**config.mk**
```make
export PLATFORM = sky130hd
export DESIGN_NAME = mjpeg_multipart_deframer
export DESIGN_NICKNAME = d
export VERILOG_FILES = /design/src/design/mjdf_pkg.sv /design/src/design/mjpeg_multipart_deframer.sv
export SDC_FILE = /design/constraint.sdc
export NUM_CORES = 1
export LEC_CHECK = 0
export BUFFER_PORTS_ARGS = -buffer_cell sky130_fd_sc_hd__buf_2
export CORE_UTILIZATION = 48
export DETAILED_ROUTE_END_ITERATION = 10
export GPL_TIMING_DRIVEN = 0
export PLACE_DENSITY = 0.66
export REMOVE_ABC_BUFFERS = 1
export SYNTH_ARGS = -nofsm -noshare
export SYNTH_HDL_FRONTEND = slang
export SYNTH_SLANG_ARGS = --single-unit
export TNS_END_PERCENT = 100
```
**constraint.sdc**
```tcl
create_clock -name aclk -period 9.47 [get_ports aclk]
set_input_delay 1.4205 -clock aclk [delete_from_list [all_inputs] [get_ports aclk]]
set_output_delay 1.4205 -clock aclk [all_outputs]
set_load 0.005 [all_outputs]
```
**src/design/mjdf_pkg.sv**
```systemverilog
`default_nettype none

package mjdf_pkg;

    localparam int unsigned KEY_LEN = 16;

    localparam logic [7:0] BYTE_MARK   = 8'hFF;
    localparam logic [7:0] BYTE_SOI    = 8'hD8;
    localparam logic [7:0] BYTE_EOI    = 8'hD9;
    localparam logic [7:0] ASCII_ZERO  = 8'h30;
    localparam logic [7:0] ASCII_NINE  = 8'h39;
    localparam logic [7:0] ASCII_KEY_C = 8'h43;

    localparam logic [15:0] TAIL_EOI = {BYTE_MARK, BYTE_EOI};

    // Register index decoded from the word address
    localparam logic REG_MAX_FRAMES = 1'b0;

    typedef struct packed {
        logic [7:0]  out_byte;
        logic        frame_last;
        logic        frame_ok;
        logic [15:0] frames_done;
    } result_t;

    // Characters of "Content-Length: "
    function automatic logic [7:0] key_char(input logic [3:0] idx);
        logic [7:0] c;
        unique case (idx)
            4'd0:    c = 8'h43;
            4'd1:    c = 8'h6F;
            4'd2:    c = 8'h6E;
            4'd3:    c = 8'h74;
            4'd4:    c = 8'h65;
            4'd5:    c = 8'h6E;
            4'd6:    c = 8'h74;
            4'd7:    c = 8'h2D;
            4'd8:    c = 8'h4C;
            4'd9:    c = 8'h65;
            4'd10:   c = 8'h6E;
            4'd11:   c = 8'h67;
            4'd12:   c = 8'h74;
            4'd13:   c = 8'h68;
            4'd14:   c = 8'h3A;
            default: c = 8'h20;
        endcase
        return c;
    endfunction

    // Advance a pointer of the three-entry result queue
    function automatic logic [1:0] inc3(input logic [1:0] p);
        return (p == 2'd2) ? 2'd0 : p + 2'd1;
    endfunction

endpackage

`default_nettype wire

```
**src/design/mjpeg_multipart_deframer.sv**
```systemverilog
`default_nettype none

// Channel   | Direction | Handshake          | Payload
// ----------+-----------+--------------------+-------------------------------------------
// s_        | in        | s_valid / s_ready  | s_in_byte (one stream byte per word)
// m_        | out       | m_valid / m_ready  | m_out_byte, m_frame_last, m_frame_ok,
//           |           |                    | m_frames_done
// apb       | in/out    | psel/penable/pready| max_frames at byte address 0
//
// Every accepted word is decoded in the cycle it arrives; its results (none, one,
// or two on a start-of-image marker) go into a three-entry result queue.
// One word per cycle is sustained while m_ready stays high; only the two-result start of a
// frame holds the input back, since s_ready drops while two or more results wait.
// aresetn is synchronous and active low; it clears all parser state, the frame
// count and the queue, and sets max_frames to 65535.
// A stall on m_ready fills the queue and then holds s_ready low; nothing is lost.
module mjpeg_multipart_deframer #(
    parameter int unsigned LENGTH_BITS = 24
) (
    input  wire logic        aclk,
    input  wire logic        aresetn,

    input  wire logic        s_valid,
    output logic             s_ready,
    input  wire logic [7:0]  s_in_byte,

    output logic             m_valid,
    input  wire logic        m_ready,
    output logic [7:0]       m_out_byte,
    output logic             m_frame_last,
    output logic             m_frame_ok,
    output logic [15:0]      m_frames_done,

    input  wire logic        psel,
    input  wire logic        penable,
    input  wire logic        pwrite,
    input  wire logic [2:0]  paddr,
    input  wire logic [31:0] pwdata,
    output logic [31:0]      prdata,
    output logic             pready
);
    import mjdf_pkg::*;

    localparam int unsigned    ACC_BITS = LENGTH_BITS + 4;
    localparam logic [LENGTH_BITS-1:0] LEN_MAX = '1;
    localparam logic [LENGTH_BITS-1:0] LEN_ONE = LENGTH_BITS'(1);
    localparam logic [LENGTH_BITS-1:0] LEN_TWO = LENGTH_BITS'(2);

    // ------------------------------------------------------------------
    // Configuration
    // ------------------------------------------------------------------
    logic [15:0] max_frames_reg;
    logic        cfg_write;

    assign pready    = 1'b1;
    assign cfg_write = psel && penable && pwrite && (paddr[2] == REG_MAX_FRAMES);
    assign prdata    = (paddr[2] == REG_MAX_FRAMES) ? {16'd0, max_frames_reg} : 32'd0;

    always_ff @(posedge aclk) begin
        if (!aresetn) begin
            max_frames_reg <= 16'hFFFF;
        end else if (cfg_write) begin
            max_frames_reg <= pwdata[15:0];
        end
    end

    // ------------------------------------------------------------------
    // Parser state
    // ------------------------------------------------------------------
    logic [7:0]             prev_byte_reg,   prev_byte_next;
    logic                   prev_valid_reg,  prev_valid_next;
    logic                   inside_reg,      inside_next;
    logic [LENGTH_BITS-1:0] emitted_reg,     emitted_next;
    logic [LENGTH_BITS-1:0] frame_len_reg,   frame_len_next;
    logic [LENGTH_BITS-1:0] acc_reg,         acc_next;
    logic [4:0]             key_pos_reg,     key_pos_next;
    logic                   digits_reg,      digits_next;
    logic [15:0]            tail_reg,        tail_next;
    logic [15:0]            good_cnt_reg,    good_cnt_next;

    // Result queue
    result_t    q_mem [3];
    logic [1:0] q_head_reg, q_head_next;
    logic [1:0] q_tail_reg, q_tail_next;
    logic [1:0] q_cnt_reg,  q_cnt_next;

    logic          in_fire;
    logic          out_fire;
    logic          limit_hit;
    logic [1:0]    push_cnt;
    result_t       res0;
    result_t       res1;

    // Frame byte helpers
    logic [LENGTH_BITS-1:0] emitted_inc;
    logic [15:0]            tail_shift;
    logic                   frame_end;
    logic                   tail_good;

    // Header helpers
    logic                   is_digit;
    logic [ACC_BITS-1:0]    acc_times10;
    logic                   key_hit;
    logic                   marker_seen;

    assign s_ready  = !q_cnt_reg[1];
    assign m_valid  = (q_cnt_reg != 2'd0);
    assign in_fire  = s_valid && s_ready;
    assign out_fire = m_valid && m_ready;

    assign limit_hit = (good_cnt_reg >= max_frames_reg);

    assign emitted_inc = emitted_reg + LEN_ONE;
    assign tail_shift  = {tail_reg[7:0], s_in_byte};
    assign frame_end   = (emitted_inc >= frame_len_reg);
    assign tail_good   = (tail_shift == TAIL_EOI);

    assign is_digit    = (s_in_byte >= ASCII_ZERO) && (s_in_byte <= ASCII_NINE);
    // acc * 10 + digit, as two shifts and two adds
    assign acc_times10 = ({4'd0, acc_reg} << 3) + ({4'd0, acc_reg} << 1)
                       + ACC_BITS'(s_in_byte[3:0]);
    assign key_hit     = !key_pos_reg[4] && (s_in_byte == key_char(key_pos_reg[3:0]));
    assign marker_seen = prev_valid_reg && (prev_byte_reg == BYTE_MARK)
                      && (s_in_byte == BYTE_SOI) && (frame_len_reg >= LEN_TWO);

    always_comb begin
        prev_byte_next  = prev_byte_reg;
        prev_valid_next = prev_valid_reg;
        inside_next     = inside_reg;
        emitted_next    = emitted_reg;
        frame_len_next  = frame_len_reg;
        acc_next        = acc_reg;
        key_pos_next    = key_pos_reg;
        digits_next     = digits_reg;
        tail_next       = tail_reg;
        good_cnt_next   = good_cnt_reg;
        push_cnt        = 2'd0;
        res0            = '{out_byte: s_in_byte, frame_last: 1'b0, frame_ok: 1'b0,
                            frames_done: good_cnt_reg};
        res1            = '{out_byte: BYTE_SOI, frame_last: 1'b0, frame_ok: 1'b0,
                            frames_done: good_cnt_reg};

        if (in_fire && !limit_hit) begin
            if (inside_reg) begin
                // Pass a frame byte on; close the frame at the declared length
                push_cnt  = 2'd1;
                tail_next = tail_shift;
                if (frame_end) begin
                    if (tail_good) begin
                        good_cnt_next = good_cnt_reg + 16'd1;
                    end
                    res0.frame_last  = 1'b1;
                    res0.frame_ok    = tail_good;
                    res0.frames_done = tail_good ? good_cnt_reg + 16'd1 : good_cnt_reg;
                    inside_next      = 1'b0;
                    prev_valid_next  = 1'b0;
                    emitted_next     = '0;
                end else begin
                    emitted_next = emitted_inc;
                end
            end else if (marker_seen) begin
                // Start of image: emit FF and D8; a length of two ends here
                push_cnt       = 2'd2;
                res0.out_byte  = BYTE_MARK;
                key_pos_next   = 5'd0;
                digits_next    = 1'b0;
                acc_next       = '0;
                tail_next      = {BYTE_MARK, BYTE_SOI};
                if (frame_len_reg == LEN_TWO) begin
                    res1.frame_last = 1'b1;
                    prev_valid_next = 1'b0;
                    emitted_next    = '0;
                end else begin
                    inside_next  = 1'b1;
                    emitted_next = LEN_TWO;
                end
            end else begin
                prev_byte_next  = s_in_byte;
                prev_valid_next = 1'b1;
                if (digits_reg && is_digit) begin
                    // Accumulate, saturating at the largest length
                    acc_next = (acc_times10 > {4'd0, LEN_MAX})
                             ? LEN_MAX : acc_times10[LENGTH_BITS-1:0];
                end else begin
                    if (digits_reg) begin
                        frame_len_next = acc_reg;
                        digits_next    = 1'b0;
                    end
                    // Key match, restarting from the first character
                    if (key_hit && (!digits_reg || key_pos_reg == 5'd0)) begin
                        if (key_pos_reg == 5'(KEY_LEN - 1)) begin
                            key_pos_next = 5'd0;
                            digits_next  = 1'b1;
                            acc_next     = '0;
                        end else begin
                            key_pos_next = key_pos_reg + 5'd1;
                        end
                    end else begin
                        key_pos_next = (s_in_byte == ASCII_KEY_C) ? 5'd1 : 5'd0;
                    end
                end
            end
        end

        q_tail_next = q_tail_reg;
        if (push_cnt == 2'd1) begin
            q_tail_next = inc3(q_tail_reg);
        end else if (push_cnt == 2'd2) begin
            q_tail_next = inc3(inc3(q_tail_reg));
        end
        q_head_next = out_fire ? inc3(q_head_reg) : q_head_reg;
        q_cnt_next  = q_cnt_reg + push_cnt - {1'b0, out_fire};
    end

    always_ff @(posedge aclk) begin
        if (!aresetn) begin
            prev_byte_reg  <= '0;
            prev_valid_reg <= 1'b0;
            inside_reg     <= 1'b0;
            emitted_reg    <= '0;
            frame_len_reg  <= '0;
            acc_reg        <= '0;
            key_pos_reg    <= '0;
            digits_reg     <= 1'b0;
            tail_reg       <= '0;
            good_cnt_reg   <= '0;
            q_head_reg     <= '0;
            q_tail_reg     <= '0;
            q_cnt_reg      <= '0;
        end else begin
            prev_byte_reg  <= prev_byte_next;
            prev_valid_reg <= prev_valid_next;
            inside_reg     <= inside_next;
            emitted_reg    <= emitted_next;
            frame_len_reg  <= frame_len_next;
            acc_reg        <= acc_next;
            key_pos_reg    <= key_pos_next;
            digits_reg     <= digits_next;
            tail_reg       <= tail_next;
            good_cnt_reg   <= good_cnt_next;
            q_head_reg     <= q_head_next;
            q_tail_reg     <= q_tail_next;
            q_cnt_reg      <= q_cnt_next;
        end
    end

    // Queue storage: write the new results behind the tail
    always_ff @(posedge aclk) begin
        if (push_cnt != 2'd0) begin
            q_mem[q_tail_reg] <= res0;
        end
        if (push_cnt == 2'd2) begin
            q_mem[inc3(q_tail_reg)] <= res1;
        end
    end

    assign m_out_byte    = q_mem[q_head_reg].out_byte;
    assign m_frame_last  = q_mem[q_head_reg].frame_last;
    assign m_frame_ok    = q_mem[q_head_reg].frame_ok;
    assign m_frames_done = q_mem[q_head_reg].frames_done;

endmodule

`default_nettype wire
```
After elaboration in Yosys (flattened, before gate mapping)
Memory sizes are Yosys's and may differ from the RTL's. A register that Yosys moved wholly into a read port is not among the register bits. Index checks and enable logic that the tools add are counted.

Bits in registers: 134. Latch bits: 0. Memory bits (writable): 78. Memory bits (read-only): 112. Output and inout port bits: 61. Logic and storage cells: 138. Memories: 2.

Memories: (no name shown) (depth 16, width 7, rd ports 1, clocked after Yosys merged registers in 1, write ports 0, RTL line mjdf_pkg.sv:29) `unique case (idx)`; q_mem (depth 3, width 26, rd ports 1, clocked after Yosys merged registers in 1, write ports 2, RTL line mjpeg_multipart_deframer.sv:82) `result_t q_mem [3];`.

Add/sub/neg operators: 10. $mul: 0. Div/mod/pow operators: 0. Magnitude comparators: 6. Equality and inequality tests: 15. Shift operators: 0. Mux-type cells: 55. Bitwise operators: 4. Reduce and logical (&&, ||, !) cells: 32.

Operators by type and width (number): 2-to-1 mux 24 bit (8); 2-to-1 mux 18 bit (2); 2-to-1 mux 16 bit (2); 2-to-1 mux 8 bit (4); adder 27 x 25 -> 28 bit (1); adder 28 x 4 -> 28 bit (1); greater-than comparator 28 x 24 -> 1 bit, second input constant (1); 2-to-1 mux 26 bit (1); adder 24 x 1 -> 24 bit, second input constant (1); equality test 24 x 2 -> 1 bit, second input constant (1); greater-or-equal comparator 24 x 2 -> 1 bit, second input constant (1); greater-or-equal comparator 24 bit (1); 2-to-1 mux 2 bit (11); 2-to-1 mux 1 bit (21); 2-to-1 mux 5 bit (4); adder 16 x 1 -> 16 bit, second input constant (1); equality test 16 bit, second input constant (1); equality test 8 bit, second input constant (2); greater-or-equal comparator 16 bit (1); logical AND 1 bit (13); AND reduction 3 bit (4); equality test 2 bit, second input constant (4); equality test 8 x 7 -> 1 bit, second input constant (1); equality test 8 bit (1); 21 further kinds (34).

Logic depth before layout (Yosys ltp)
Depth after elaboration: 10. Mapped depth: 19. Depth with buffers taken out: 16.

Worst setup path after synthesis
Ideal clock, no wire load.

Kind: in2reg. Start: input s_in_byte[6]. End: memory q_mem[1][0] (netlist name), enable pin. Library setup time: 0.375 ns. Data arrival time: 3.957 ns. Path slack: 5.138 ns. Cell stages on the path: 13. Cells stage by stage: buf_2 nor3b_1 and4_1 o2111a_2 and2_1 clkbuf_1 inv_1 ha_1 nor2_1 and2_1 clkbuf_1 nor2_1 inv_1.

RTL lines: from (decl) (RTL line mjpeg_multipart_deframer.sv:25) `input wire logic [7:0] s_in_byte,`; to (decl) (RTL line mjpeg_multipart_deframer.sv:82).

==> reports/qor.tcl <==
set qor(clock_sinks) 221
set qor(grt_use_total) 0.228
set qor(insertedDiodeCount) 0
set qor(gpl.final_weighted_congestion) 0.859
set qor(cts.root.buffer_cell) {sky130_fd_sc_hd__clkbuf_16}
set qor(dp_hpwl_mm) 22.4
set qor(launch_point_of_the_critical_path) {good_cnt_reg[2]}
set qor(final-setup-viol-count) 0
set qor(routed-via-count) 11100
set qor(route.met2.wl_mm) 15.3
set qor(postLayoutCoreUtil) 0.534
set qor(synth.top_cell.area_share) 0.253
set qor(postLayoutCellArea_sq_um) 14500
set qor(ff2ff_setup_slack_ns) 3.94
set qor(synth-edff-count) 51
set qor(cts_resized) 0
set qor(p_per_area_nw_per_um2) 137
set qor(finalHoldViolCount) 0
set qor(setup.worst_path.end_class) {flip-flop}
set qor(yosysWarnings) 0
set qor(setup_ws_ns) 3.94
set qor(nFillCells) 2599
set qor(drtAntennaViolNets) 0
set qor(worst_case_clock_skew_ns) 0.0201
set qor(tritoncts.num_buffers) 25
set qor(vdd.ir_drop.worst_mv) 0.115
set qor(ys.flop_type) {sky130_fd_sc_hd__dfxtp_1}
set qor(maxCapViolCount) 0
set qor(yosysSeqAreaShare) 0.366
set qor(drt_iter0_markers) 756
set qor(fp.dieArea_sq_um) 28700
set qor(timing.final.crit_share) 0.584
set qor(synth.largest_area_cell) {sky130_fd_sc_hd__dfxtp_1}
set qor(preCtsSetupSlack_ns) 3.66
set qor(route.layer.met1.wl_mm) 15.0
set qor(std_cell_rows) 60
set qor(drt-pass1-iter-count) 6
set qor(tightest_slew_ns) 1.22
set qor(avgRoutedWirePerCell_um) 16.5
set qor(synthTopCellsByArea) {sky130_fd_sc_hd__dfxtp_1 25%, sky130_fd_sc_hd__edfxtp_1 11%, sky130_fd_sc_hd__ha_1 9.4%}
set qor(design.core.area_sq_um) 27300
set qor(arrival_ns) 5.68
set qor(clk_path_buf_depth) 3
set qor(via_per_inst) 5.65
set qor(fmaxAchievable_mhz) 181
set qor(timing.critical_path.to) {q_mem[1][13]}
set qor(postCtsSetupRepairBufs) 0
set qor(postSynthCellCount) 1578
set qor(outcome) {finished, final reports clean}
set qor(antenna_found_initial) 0
set qor(insertion_delay_ns) 0.54
set qor(vias_in_the_first_global_route) 10500
set qor(synth.cell_area_sq_um) 13500
set qor(timing.rr.end) {q_mem[1][13]}
set qor(top_level_ports) 111
set qor(regToRegStartpoint) {good_cnt_reg[2]}
set qor(drive_gt1_frac) 0.104
set qor(grt_max_degree) 88
set qor(slew_headroom) 0.181
set qor(rr_worst_depth) 13
set qor(worst-endpoint-required_ns) 9.62
set qor(largest_register_ffs) 78
set qor(path_class) {flip-flop to flip-flop}
set qor(critPathLaunchType) {flip-flop}
set qor(syn2layout_area_growth_pct) 7.97
set qor(cts_tree) {yes}
set qor(max_slew_violation_total_from_the_final_report) 0
set qor(grt_first_pass_wirelength_mm) 53.6
set qor(io_buffers) 75
set qor(highest-signal-layer) {met4}
set qor(grt_overflow_total) 0
set qor(power.leakage_nw) 6.12
set qor(start_util) 0.494
set qor(clock_tree.htree_level_count) 1
set qor(setup_total_negative_slack_ns) 0
set qor(yosys_register_bits) 221
set qor(synthesis.area_per_instance_sq_um) 8.54
set qor(post_synth_most_frequent_cells) {202 x sky130_fd_sc_hd__nand2_1, 170 x sky130_fd_sc_hd__dfxtp_1, 121 x sky130_fd_sc_hd__a21oi_1}
set qor(height_of_the_die_um) 170
set qor(registers.top_by_ff_count) {q_mem}
set qor(wl_met3_mm) 1.52
set qor(critPathMaxFanout) 27
set qor(async_reset_ff_frac) 0
set qor(fin_crit_ns) 5.53
set qor(yosysMostFrequentCell) {sky130_fd_sc_hd__nand2_1}
set qor(synth_cell_type_count) 80
set qor(layout.nets) 1725
set qor(worst_hold_path_type) {flip-flop to flip-flop}
set qor(drc) 0
set qor(drt-total-wl_mm) 32.4
set qor(cts-hold-fix-buffers) 0
set qor(path_clk_slew_ns) 0.06
set qor(die_w_um) 170
set qor(rsz0062_at_grt) {false}
set qor(post_dp_cell_area_sq_um) 13800
-- logic make-up after synthesis --
kind of cell / count (synthesis) / share of synthesized area
XOR/XNOR: 67 / 0.0436
multiplexers: 39 / 0.0302
AO/OA/AOI/OAI: 429 / 0.204
AND/OR/NAND/NOR: 518 / 0.190
buffers and inverters: 199 / 0.0682
flip-flops: 221 / 0.366
other: 2 / 0.000557
adder cells (fa/ha/maj): 103 / 0.0968
-- layout make-up --
type,count,area [sq um],share of cell area
clock inverter,7,67.6,0.00464
inverter,71,269,0.0185
tap,372,465,0.0320
multi-input combinational,1173,7690,0.528
timing repair buffer,80,424,0.0292
clock buffer,36,697,0.0479
sequential,221,4940,0.339
-- layer usage --
layer / global-route usage / vias up
li1: - / 5605
met1: 0.300 / 5178
met2: 0.399 / 259
met3: 0.0268 / 41
met4: 0.0521 / 0
met5: 0 / -
-- critical path, cell delays in order (launching register included) --
cell and delay, ns:
sky130_fd_sc_hd__dfxtp_1 0.61, sky130_fd_sc_hd__ha_1 0.33, sky130_fd_sc_hd__a211oi_1 0.23, sky130_fd_sc_hd__o21ai_1 0.09
sky130_fd_sc_hd__a21oi_1 0.17, sky130_fd_sc_hd__o21ai_1 0.34, sky130_fd_sc_hd__nor2_1 0.38, sky130_fd_sc_hd__and2_1 0.48
sky130_fd_sc_hd__inv_1 0.13, sky130_fd_sc_hd__ha_1 0.25, sky130_fd_sc_hd__nor2_1 0.14, sky130_fd_sc_hd__and2_1 0.85
sky130_fd_sc_hd__nor2_1 0.32, sky130_fd_sc_hd__inv_1 0.82
-- cells in the final DEF, fill, tap and decap left out, drive strengths merged, types with 19 or more instances in the layout --
cell / synthesis / routed
nand3: 43 / 43
o21ai: 120 / 120
ha: 101 / 101
nand2: 203 / 203
edfxtp: 51 / 51
xor2: 30 / 30
a21o: 25 / 25
a21oi: 124 / 124
nor2: 121 / 121
xnor2: 37 / 37
clkbuf: 73 / 36
mux2i: 36 / 36
nand4: 21 / 21
a31oi: 31 / 31
a221o: 27 / 27
buf: 55 / 80
inv: 71 / 72
o211ai: 25 / 25
nor3: 19 / 19
dfxtp: 170 / 170
and3: 21 / 21
-- stage by stage --
stage | instances | power [mW] | hold WS [ns]
4_1_cts | 1959 | 2.01 | 0.453
5_1_grt | 1960 | 2.07 | 0.479
6_report | 1960 | 2.00 | 0.455
3_5_place_dp | 1916 | 1.10 | 0.439
3_3_place_gp | 1912 | 1.10 | 0.435
2_1_floorplan | 1465 | 1.06 | 0.424
-- how the worst min path moves through the flow --
| stage | start | endpoint | depth (start not counted) |
|---|---|---|---|
| floorplan | q_mem[0][18] | q_mem[0][18] | 2 |
| global placement | q_mem[2][16] | q_mem[2][16] | 1 |
| detailed placement | q_mem[2][16] | q_mem[2][16] | 1 |
| CTS | q_mem[2][16] | q_mem[2][16] | 1 |
| global route | q_mem[2][16] | q_mem[2][16] | 1 |
| finish | q_mem[2][19] | q_mem[2][19] | 2 |
-- report_power, final --
part | internal, mW | leakage, nW | switching [mW] | total [mW]
sequential | 0.972 | 1.96 | 0.0158 | 0.988
clock | 0.536 | 0.378 | 0.381 | 0.917
combinational | 0.0387 | 3.78 | 0.0529 | 0.0916
total | 1.55 | 6.12 | 0.450 | 2.00
Power figures use the tool's default switching activity.
